<file path="src/hw/rtl/ssd_pkg.sv">
`timescale 1ns / 1ps

package ssd_pkg;

  // Default sizes of the stores
  localparam int DEF_MAX_WIDTH = 64;
  localparam int DEF_MAX_RANGE = 32;

  // Fixed field widths
  localparam int PIXEL_W  = 8;
  localparam int OFFSET_W = 6;
  localparam int COST_W   = 22;
  localparam int SEGW_W   = 7;
  localparam int RANGE_W  = 6;

  // Configuration port
  localparam int CFG_IDX_W  = 2;
  localparam int CFG_DATA_W = 7;

  localparam logic [CFG_IDX_W-1:0] REG_SEG_WIDTH    = 2'd0;
  localparam logic [CFG_IDX_W-1:0] REG_SEARCH_RANGE = 2'd1;

  localparam logic [SEGW_W-1:0]  SEG_WIDTH_RST    = 7'd16;
  localparam logic [RANGE_W-1:0] SEARCH_RANGE_RST = 6'd5;

  // Pixel modes
  localparam logic MODE_REF = 1'b0;
  localparam logic MODE_WIN = 1'b1;

  // Largest squared difference of two pixels needs 16 bits
  localparam int SQ_W = 16;

  typedef enum logic [1:0] {
    S_IDLE,
    S_RUN,
    S_FLUSH,
    S_DONE
  } srch_state_e;

  typedef struct packed {
    logic busy;
    logic done;
  } srch_status_t;

endpackage

</file>
<file path="src/hw/rtl/ssd_ram.sv">
`timescale 1ns / 1ps

module ssd_ram #(
  parameter int WIDTH = 8,
  parameter int DEPTH = 64,
  parameter int AW    = (DEPTH > 1) ? $clog2(DEPTH) : 1
) (
  input  logic             clk_i,
  input  logic             we_i,
  input  logic [AW-1:0]    waddr_i,
  input  logic [WIDTH-1:0] wdata_i,
  input  logic [AW-1:0]    raddr_i,
  output logic [WIDTH-1:0] rdata_o
);

  logic [WIDTH-1:0] mem [DEPTH];
  logic [WIDTH-1:0] rdata_q;

  always_ff @(posedge clk_i) begin
    if (we_i) begin
      mem[waddr_i] <= wdata_i;
    end
    rdata_q <= mem[raddr_i];
  end

  assign rdata_o = rdata_q;

endmodule

</file>
<file path="src/hw/rtl/ssd_search.sv">
`timescale 1ns / 1ps

module ssd_search #(
  parameter int MAX_WIDTH = ssd_pkg::DEF_MAX_WIDTH,
  parameter int MAX_RANGE = ssd_pkg::DEF_MAX_RANGE,
  parameter int WIN_DEPTH = MAX_WIDTH + 2 * MAX_RANGE - 1,
  parameter int IW        = (MAX_WIDTH > 1) ? $clog2(MAX_WIDTH) : 1,
  parameter int KW        = $clog2(2 * MAX_RANGE),
  parameter int WA_W      = $clog2(WIN_DEPTH),
  parameter int CW        = $clog2(MAX_WIDTH * 65025 + 1)
) (
  input  logic                            clk_i,
  input  logic                            rst_ni,
  input  logic                            start_i,
  input  logic                            ack_i,
  input  logic [IW-1:0]                   w_m1_i,
  input  logic [KW-1:0]                   k_m1_i,
  output logic [IW-1:0]                   ref_addr_o,
  input  logic [ssd_pkg::PIXEL_W-1:0]     ref_data_i,
  output logic [WA_W-1:0]                 win_addr_o,
  input  logic [ssd_pkg::PIXEL_W-1:0]     win_data_i,
  output ssd_pkg::srch_status_t           status_o,
  output logic [KW-1:0]                   best_k_o,
  output logic [CW-1:0]                   best_cost_o
);

  import ssd_pkg::*;

  srch_state_e state_q, state_d;
  logic [IW-1:0] i_q, i_d;
  logic [KW-1:0] k_q, k_d;
  logic          issue;

  // Stage 1: read in flight
  logic          p1_valid_q, p1_first_q, p1_end_q, p1_lastk_q;
  logic [KW-1:0] p1_k_q;
  // Stage 2: squared difference
  logic            p2_valid_q, p2_first_q, p2_end_q, p2_lastk_q;
  logic [KW-1:0]   p2_k_q;
  logic [SQ_W-1:0] sq_q;
  // Stage 3: accumulate and compare
  logic [CW-1:0] acc_q, sum;
  logic [CW-1:0] best_cost_q;
  logic [KW-1:0] best_k_q;
  logic          fin_q;

  logic signed [PIXEL_W:0]     diff;
  logic signed [2*PIXEL_W+1:0] prod;

  always_ff @(posedge clk_i or negedge rst_ni) begin
    if (!rst_ni) begin
      state_q <= S_IDLE;
      i_q     <= '0;
      k_q     <= '0;
    end else begin
      state_q <= state_d;
      i_q     <= i_d;
      k_q     <= k_d;
    end
  end

  always_comb begin
    state_d = state_q;
    i_d     = i_q;
    k_d     = k_q;
    issue   = 1'b0;
    case (state_q)
      S_IDLE: begin
        if (start_i) begin
          i_d     = '0;
          k_d     = '0;
          state_d = S_RUN;
        end
      end
      S_RUN: begin
        issue = 1'b1;
        if (i_q == w_m1_i) begin
          i_d = '0;
          if (k_q == k_m1_i) begin
            state_d = S_FLUSH;
          end else begin
            k_d = k_q + 1'b1;
          end
        end else begin
          i_d = i_q + 1'b1;
        end
      end
      S_FLUSH: begin
        if (fin_q) begin
          state_d = S_DONE;
        end
      end
      S_DONE: begin
        if (ack_i) begin
          state_d = S_IDLE;
        end
      end
      default: state_d = S_IDLE;
    endcase
  end

  assign ref_addr_o = i_q;
  assign win_addr_o = WA_W'(k_q) + WA_W'(i_q);

  // Valid bits
  always_ff @(posedge clk_i or negedge rst_ni) begin
    if (!rst_ni) begin
      p1_valid_q <= 1'b0;
      p2_valid_q <= 1'b0;
      fin_q      <= 1'b0;
    end else begin
      p1_valid_q <= issue;
      p2_valid_q <= p1_valid_q;
      fin_q      <= p2_valid_q && p2_end_q && p2_lastk_q;
    end
  end

  assign diff = $signed({1'b0, ref_data_i}) - $signed({1'b0, win_data_i});
  assign prod = diff * diff;
  assign sum  = (p2_first_q ? '0 : acc_q) + CW'(sq_q);

  always_ff @(posedge clk_i) begin
    p1_first_q <= (i_q == '0);
    p1_end_q   <= (i_q == w_m1_i);
    p1_lastk_q <= (k_q == k_m1_i);
    p1_k_q     <= k_q;

    p2_first_q <= p1_first_q;
    p2_end_q   <= p1_end_q;
    p2_lastk_q <= p1_lastk_q;
    p2_k_q     <= p1_k_q;
    sq_q       <= prod[SQ_W-1:0];

    if (p2_valid_q) begin
      acc_q <= sum;
      // Keep the first offset on ties
      if (p2_end_q && (p2_k_q == '0 || sum < best_cost_q)) begin
        best_cost_q <= sum;
        best_k_q    <= p2_k_q;
      end
    end
  end

  assign status_o.busy = (state_q != S_IDLE);
  assign status_o.done = (state_q == S_DONE);
  assign best_k_o      = best_k_q;
  assign best_cost_o   = best_cost_q;

  a_start_idle: assert property (@(posedge clk_i) disable iff (!rst_ni)
    start_i |-> state_q == S_IDLE)
    else $error("search started while busy");

  a_addr_range: assert property (@(posedge clk_i) disable iff (!rst_ni)
    state_q == S_RUN |-> int'(win_addr_o) < WIN_DEPTH)
    else $error("window read beyond store");

  a_fin_flush: assert property (@(posedge clk_i) disable iff (!rst_ni)
    fin_q |-> state_q == S_FLUSH)
    else $error("final sum outside flush");

  a_pipe_order: assert property (@(posedge clk_i) disable iff (!rst_ni)
    issue |=> p1_valid_q ##1 p2_valid_q)
    else $error("pipeline lost a read");

endmodule

</file>
<file path="src/hw/rtl/ssd_window_search.sv">
`timescale 1ns / 1ps
// Channel   Direction  Handshake              Payload
// in        sink       in_valid_i/in_stall_o  in_mode_i, in_pixel_i, in_last_i
// out       source     out_valid_o/out_stall_i out_best_offset_o, out_min_cost_o, out_status_o
// cfg       sink       cfg_valid_i/cfg_ready_o cfg_index_i, cfg_data_i
//
// A window pixel with last that closes a full window starts the search: memory
// reads over every offset and position (one reference and one window read per
// cycle), then a drain of the square/accumulate pipeline, then the result moves
// to the output register.
// Reset clears the counters and the output valid and loads the configuration
// reset values; the pixel stores hold garbage until written. Input stalls through
// the search, and a closing window pixel stalls while a held result cannot leave.

module ssd_window_search #(
  parameter int MAX_WIDTH = ssd_pkg::DEF_MAX_WIDTH,
  parameter int MAX_RANGE = ssd_pkg::DEF_MAX_RANGE
) (
  input  logic                           clk_i,
  input  logic                           rst_ni,
  // Pixel stream
  input  logic                           in_valid_i,
  output logic                           in_stall_o,
  input  logic                           in_mode_i,
  input  logic [ssd_pkg::PIXEL_W-1:0]    in_pixel_i,
  input  logic                           in_last_i,
  // Result stream
  output logic                           out_valid_o,
  input  logic                           out_stall_i,
  output logic [ssd_pkg::OFFSET_W-1:0]   out_best_offset_o,
  output logic [ssd_pkg::COST_W-1:0]     out_min_cost_o,
  output logic                           out_status_o,
  // Register writes
  input  logic                           cfg_valid_i,
  output logic                           cfg_ready_o,
  input  logic [ssd_pkg::CFG_IDX_W-1:0]  cfg_index_i,
  input  logic [ssd_pkg::CFG_DATA_W-1:0] cfg_data_i
);

  import ssd_pkg::*;

  localparam int WIN_DEPTH = MAX_WIDTH + 2 * MAX_RANGE - 1;
  localparam int RA_W      = (MAX_WIDTH > 1) ? $clog2(MAX_WIDTH) : 1;
  localparam int RC_W      = $clog2(MAX_WIDTH + 1);
  localparam int WA_W      = $clog2(WIN_DEPTH);
  localparam int WC_W      = $clog2(WIN_DEPTH + 1);
  localparam int KW        = $clog2(2 * MAX_RANGE);
  localparam int WCL_W     = $clog2(MAX_WIDTH + 1);
  localparam int RCL_W     = $clog2(MAX_RANGE + 1);
  localparam int CW        = $clog2(MAX_WIDTH * 65025 + 1);

  // Configuration
  logic [SEGW_W-1:0]  seg_width_q;
  logic [RANGE_W-1:0] search_range_q;

  // Loader state
  logic [RC_W-1:0] ref_cnt_q, ref_cnt_d, ref_base;
  logic            ref_closed_q;
  logic [WC_W-1:0] win_cnt_q, win_cnt_d, win_cnt_inc;

  // Output register
  logic                out_valid_q;
  logic [OFFSET_W-1:0] out_offset_q;
  logic [COST_W-1:0]   out_cost_q;
  logic                out_status_q;

  logic in_xfer, ref_xfer, win_xfer, win_close;
  logic ref_we, win_we;
  logic short_win, start, out_free, ack;

  logic [WCL_W-1:0] w_c;
  logic [RCL_W-1:0] r_c;
  logic [RCL_W:0]   two_r;
  logic [WC_W-1:0]  need;
  logic [RA_W-1:0]  w_m1;
  logic [KW-1:0]    k_m1;

  logic [RA_W-1:0]    ref_raddr;
  logic [WA_W-1:0]    win_raddr;
  logic [PIXEL_W-1:0] ref_rdata, win_rdata;
  srch_status_t       srch_st;
  logic [KW-1:0]      best_k;
  logic [CW-1:0]      best_cost;
  logic [KW+OFFSET_W-1:0] best_k_ext;
  logic [CW+COST_W-1:0]   best_cost_ext;

  assign cfg_ready_o = 1'b1;

  always_ff @(posedge clk_i or negedge rst_ni) begin
    if (!rst_ni) begin
      seg_width_q    <= SEG_WIDTH_RST;
      search_range_q <= SEARCH_RANGE_RST;
    end else if (cfg_valid_i) begin
      case (cfg_index_i)
        REG_SEG_WIDTH:    seg_width_q    <= cfg_data_i[SEGW_W-1:0];
        REG_SEARCH_RANGE: search_range_q <= cfg_data_i[RANGE_W-1:0];
        default: ;
      endcase
    end
  end

  // Saturate the registers into their legal ranges
  always_comb begin
    if (seg_width_q == '0) begin
      w_c = WCL_W'(1);
    end else if (int'(seg_width_q) > MAX_WIDTH) begin
      w_c = WCL_W'(MAX_WIDTH);
    end else begin
      w_c = WCL_W'(seg_width_q);
    end
    if (search_range_q == '0) begin
      r_c = RCL_W'(1);
    end else if (int'(search_range_q) > MAX_RANGE) begin
      r_c = RCL_W'(MAX_RANGE);
    end else begin
      r_c = RCL_W'(search_range_q);
    end
  end

  assign two_r = {r_c, 1'b0};
  assign need  = WC_W'(w_c) + WC_W'(two_r) - WC_W'(1);
  assign w_m1  = RA_W'(w_c - WCL_W'(1));
  assign k_m1  = KW'(two_r - (RCL_W + 1)'(1));

  // Hold the closing window pixel while an earlier result still sits
  // stalled in the output register; hold everything during the search.
  assign in_stall_o = srch_st.busy ||
                      (in_mode_i == MODE_WIN && in_last_i && out_valid_q && out_stall_i);

  assign in_xfer   = in_valid_i && !in_stall_o;
  assign ref_xfer  = in_xfer && (in_mode_i == MODE_REF);
  assign win_xfer  = in_xfer && (in_mode_i == MODE_WIN);
  assign win_close = win_xfer && in_last_i;

  // Reference run: restart at zero after a closed run, drop overflow
  assign ref_base  = ref_closed_q ? '0 : ref_cnt_q;
  assign ref_we    = ref_xfer && (int'(ref_base) < MAX_WIDTH);
  assign ref_cnt_d = ref_we ? ref_base + 1'b1 : ref_base;

  // Window run: drop pixels past the store depth
  assign win_we      = win_xfer && (int'(win_cnt_q) < WIN_DEPTH);
  assign win_cnt_inc = win_we ? win_cnt_q + 1'b1 : win_cnt_q;
  assign win_cnt_d   = in_last_i ? '0 : win_cnt_inc;
  assign short_win   = win_cnt_inc < need;

  assign start = win_close && !short_win;

  always_ff @(posedge clk_i or negedge rst_ni) begin
    if (!rst_ni) begin
      ref_cnt_q    <= '0;
      ref_closed_q <= 1'b0;
      win_cnt_q    <= '0;
    end else begin
      if (ref_xfer) begin
        ref_cnt_q    <= ref_cnt_d;
        ref_closed_q <= in_last_i;
      end
      if (win_xfer) begin
        win_cnt_q <= win_cnt_d;
      end
    end
  end

  ssd_ram #(
    .WIDTH (PIXEL_W),
    .DEPTH (MAX_WIDTH),
    .AW    (RA_W)
  ) u_ref_ram (
    .clk_i   (clk_i),
    .we_i    (ref_we),
    .waddr_i (ref_base[RA_W-1:0]),
    .wdata_i (in_pixel_i),
    .raddr_i (ref_raddr),
    .rdata_o (ref_rdata)
  );

  ssd_ram #(
    .WIDTH (PIXEL_W),
    .DEPTH (WIN_DEPTH),
    .AW    (WA_W)
  ) u_win_ram (
    .clk_i   (clk_i),
    .we_i    (win_we),
    .waddr_i (win_cnt_q[WA_W-1:0]),
    .wdata_i (in_pixel_i),
    .raddr_i (win_raddr),
    .rdata_o (win_rdata)
  );

  ssd_search #(
    .MAX_WIDTH (MAX_WIDTH),
    .MAX_RANGE (MAX_RANGE),
    .WIN_DEPTH (WIN_DEPTH),
    .IW        (RA_W),
    .KW        (KW),
    .WA_W      (WA_W),
    .CW        (CW)
  ) u_search (
    .clk_i       (clk_i),
    .rst_ni      (rst_ni),
    .start_i     (start),
    .ack_i       (ack),
    .w_m1_i      (w_m1),
    .k_m1_i      (k_m1),
    .ref_addr_o  (ref_raddr),
    .ref_data_i  (ref_rdata),
    .win_addr_o  (win_raddr),
    .win_data_i  (win_rdata),
    .status_o    (srch_st),
    .best_k_o    (best_k),
    .best_cost_o (best_cost)
  );

  // Output register: free when empty or draining this cycle
  assign out_free = !out_valid_q || !out_stall_i;
  assign ack      = srch_st.done && out_free;

  assign best_k_ext    = {{OFFSET_W{1'b0}}, best_k};
  assign best_cost_ext = {{COST_W{1'b0}}, best_cost};

  always_ff @(posedge clk_i or negedge rst_ni) begin
    if (!rst_ni) begin
      out_valid_q <= 1'b0;
    end else if (ack || (win_close && short_win)) begin
      out_valid_q <= 1'b1;
    end else if (!out_stall_i) begin
      out_valid_q <= 1'b0;
    end
  end

  always_ff @(posedge clk_i) begin
    if (ack) begin
      out_offset_q <= best_k_ext[OFFSET_W-1:0];
      out_cost_q   <= best_cost_ext[COST_W-1:0];
      out_status_q <= 1'b0;
    end else if (win_close && short_win) begin
      // Short window: report the fault with zero offset and sum
      out_offset_q <= '0;
      out_cost_q   <= '0;
      out_status_q <= 1'b1;
    end
  end

  assign out_valid_o       = out_valid_q;
  assign out_best_offset_o = out_offset_q;
  assign out_min_cost_o    = out_cost_q;
  assign out_status_o      = out_status_q;

endmodule

</file>
<file path="config.mk">
export PLATFORM = sky130hd
export DESIGN_NAME = ssd_window_search
export DESIGN_NICKNAME = d
export VERILOG_FILES = /design/src/hw/rtl/ssd_pkg.sv /design/src/hw/rtl/ssd_ram.sv /design/src/hw/rtl/ssd_search.sv /design/src/hw/rtl/ssd_window_search.sv
export SDC_FILE = /design/constraint.sdc
export NUM_CORES = 2
export LEC_CHECK = 0
export ABC_AREA = 1
export BUFFER_PORTS_ARGS = -buffer_cell sky130_fd_sc_hd__buf_2
export CAP_MARGIN = 15
export CORE_MARGIN = 1.5
export CORE_UTILIZATION = 39
export CTS_CLUSTER_DIAMETER = 30
export DETAILED_ROUTE_END_ITERATION = 10
export PLACE_DENSITY = 0.66
export REMOVE_ABC_BUFFERS = 1
export SLEW_MARGIN = 20
export SYNTH_ARGS = -nofsm -noshare
export SYNTH_HDL_FRONTEND = slang
export SYNTH_SLANG_ARGS = --single-unit
export TNS_END_PERCENT = 100
</file>
<file path="constraint.sdc">
create_clock -name clk_i -period 6.1 [get_ports clk_i]
set_input_delay 0.305 -clock clk_i [delete_from_list [all_inputs] [get_ports clk_i]]
set_output_delay 0.305 -clock clk_i [all_outputs]
set_load 0.02 [all_outputs]
</file>
==> key figures <==
Outcome
  – Outcome: finished with violations
  – Violated checks: design-rule violations

Floorplanning
  – Initial core utilization: 0.392
  – Die area: 0.186 mm2
  – Die width: 432 um
  – Core area: 0.183 mm2
  – IO Pins: 56
  – Die Ht: 432 um
  – FP Rows: 157

Placed design
  – IO Port Bufs: 54
  – Final HPWL DP: 103000 um
  – Placer Congestion: 0.858

GRT
  – Overflow after GRT: 0
  – Total GRT Usage: 0.196
  – Global-route wire length before repair: 283000 um
  – Number of global-route vias before repair: 47700
  – Initial antenna violation count: 4
  – Largest net degree at the start of global routing: 190

Detailed routing
  – Avg Vias per Cell: 5.52
  – DR vias: 48000
  – DRT Wirelength: 186000 um
  – Wire length per cell: 21.4 um
  – Pre-Repair DR Iteration Count: 8
  – Antenna-violating nets left: 0
  – DRC: 2
  – Starting DRC count in detailed routing: 5228

Worst setup path
  – Maximum fanout along the worst path: 3
  – Crit path required time: 6.86 ns
  – CP Buf/Inv Count: 8
  – Signal arrival time at the worst endpoint: 6.49 ns
  – CP Capture Type: flop
  – Max incr delay on CP: 0.53 ns
  – CP startpoint kind: flop
  – CP delay by family, top: adder cells
  – CP Class: reg2reg
  – Critical-path top delay cell: fa_1

Synthesis
  – Synth Cell Area: 0.0717 mm2
  – Syn avg cell area: 12.3 um2
  – YS warnings: 0
  – #FFs+latches synth: 1702
  – Register area share after synthesis: 0.703
  – Synth Flop Type: edfxtp_1
  – FFs w/ async S/R, synth: 0.0270
  – Cells after Synth: 5810
  – Number of flops mapped to enable cells by yosys: 1606
  – Yosys cell types: 56

CTS
  – Number of H-tree levels: 5
  – Clk slew on worst S/H paths: 0.05 ns
  – Skew-Pair Late Insertion Delay: 0.91 ns
  – CTS Buf Count: 334
  – Clock root cell: clkbuf_16
  – Num Clock Sinks: 1702
  – Max Buffers Root-to-Sink: 4
  – TritonCTS clock tree: yes

Timing
  – Final min period: 5.73 ns
  – Final Max Tran Viols: 0
  – Setup Viol. Count Final: 0
  – Final Hold Fails: 0
  – Clock skew: 0.0720 ns
  – Crit share post-route: 0.939
  – Fmax: 175 MHz
  – Slew margin rel.: 0.221
  – Worst slew pin tran: 1.17 ns
  – Setup TNS: 0 ns

Worst hold path
  – Hold Path Class: in2reg

Run
  – Number of max-cap violations: 0

Cells and area
  – Area delta synth->final: 20.2%
  – Commonest non-fill, non-tap cell in the layout: edfxtp_1
  – Share of cells above drive strength 1: 0.117
  – Final nets: 6168
  – Most frequent cells in the layout: 1606 x edfxtp_1, 1140 x nor2_1, 826 x o21ai_0
final cells by class:
class | count | area, um2
Clock buffer | 383 | 8790
Clock inverter | 205 | 2370
Fill cell | 15700 | 96700
Tap cell | 2464 | 3080
Multi-Input combinational cell | 3490 | 19000
Inverter | 269 | 1030
Timing Repair Buffer | 178 | 1490
Antenna cell | 2 | 5.00
Sequential cell | 1702 | 50400
routing by layer:
metal / up-vias / wire length, um / global-route usage
met5: - / 0 / 0
met4: 0 / 5990 / 0.0756
met3: 429 / 16700 / 0.0410
met2: 2271 / 87200 / 0.309
met1: 23600 / 76100 / 0.265
li1: 21600 / - / -
logic make-up after synthesis:
logic type	synth area share
flip-flops	0.703
buffers and inverters	0.0346
other	0.0000523
XOR/XNOR	0.00811
AO/OA/AOI/OAI	0.113
adder cells (fa/ha/maj)	0.0349
AND/OR/NAND/NOR	0.107
metrics by stage:
| stage | cell area, um2 | cells | worst slack [ns] | utilization | hold slack [ns] |
|---|---|---|---|---|---|
| floorplan | 70200 | 5461 | -14.67 | - | 0.00941 |
| global placement | 74600 | 8068 | -0.0362 | 0.408 | 0.311 |
| detailed placement | 74600 | 8068 | -0.140 | 0.408 | 0.313 |
| CTS | 86100 | 8689 | 0.00808 | 0.471 | 0.00148 |
| global route | 86200 | 8692 | -0.0110 | 0.471 | 0.0398 |
| finish | 86200 | 8693 | 0.374 | 0.471 | 0.0225 |
sequential cells by signal (all words and copies together) (netlist names), 7 cells and up:
register              cells
out_min_cost_o           22
u_ref_ram.rdata_o         8
u_search.acc_q           22
win_cnt_q                 7
u_win_ram.rdata_o         8
u_search.best_cost_o     22
seg_width_q               7
ref_cnt_q                 7
u_search.sq_q            15
u_ref_ram.mem           512
u_win_ram.mem          1016
worst paths after layout:
| check | start | end | slack (ns) | cells after the start |
|---|---|---|---|---|
| setup / recovery | u_ref_ram.rdata_o[0] | u_search.sq_q[15] | 0.37 | 33 |
| hold / removal | in_pixel_i[3] | u_ref_ram.mem[13][3] | 0.02 | 1 |
| setup reg to reg | u_ref_ram.rdata_o[0] | u_search.sq_q[15] | 0.37 | 33 |
| hold reg to reg | u_search.p1_k_q[5] | u_search.p2_k_q[5] | 0.32 | 0 |
| max in group asynchronous | rst_ni | u_search.ref_addr_o[0] | 5.44 | 3 |
| min in group asynchronous | rst_ni | ref_cnt_q[5] | 0.05 | 3 |
worst register-to-register path, delay by kind of cell (launching register included):
| family | cells | cell delay [ns] |
|---|---|---|
| DFF | 1 | 0.30 |
| and+or+nand+nor | 11 | 0.76 |
| buffers and inverters | 8 | 0.56 |
| xor gates and xnor gates | 1 | 0.10 |
| adders and majority gates | 8 | 3.30 |
| AOI/OAI and AO/OA | 5 | 0.62 |
what timing repair did:
item,CTS,global route
pin swaps,6,11
resized for setup,4,34
endpoints found under the setup margin,2,6
hold buffers,30,0
hold endpoints to repair,274,0
setup buffers,3,2
synthesized netlist by cell type (all sizes together) (8+ instances only):
cell | instances | area share
and2 | 8 | 0.00070
xor2 | 43 | 0.0054
nand2 | 424 | 0.023
nor2 | 1154 | 0.061
dfrtp | 43 | 0.015
nor3 | 17 | 0.0012
o221ai | 250 | 0.031
ha | 117 | 0.020
nand3 | 249 | 0.018
edfxtp | 1606 | 0.67
clkbuf | 237 | 0.012
o211ai | 47 | 0.0049
buf | 112 | 0.0081
inv | 264 | 0.014
nand4 | 27 | 0.0024
dfxtp | 50 | 0.014
o22ai | 101 | 0.0088
xnor2 | 20 | 0.0024
fa | 52 | 0.015
a21oi | 96 | 0.0068
o21ai | 835 | 0.058
Power is not shown: default switching activity piles up to over one toggle a cycle in this logic, so the estimate is an artifact.
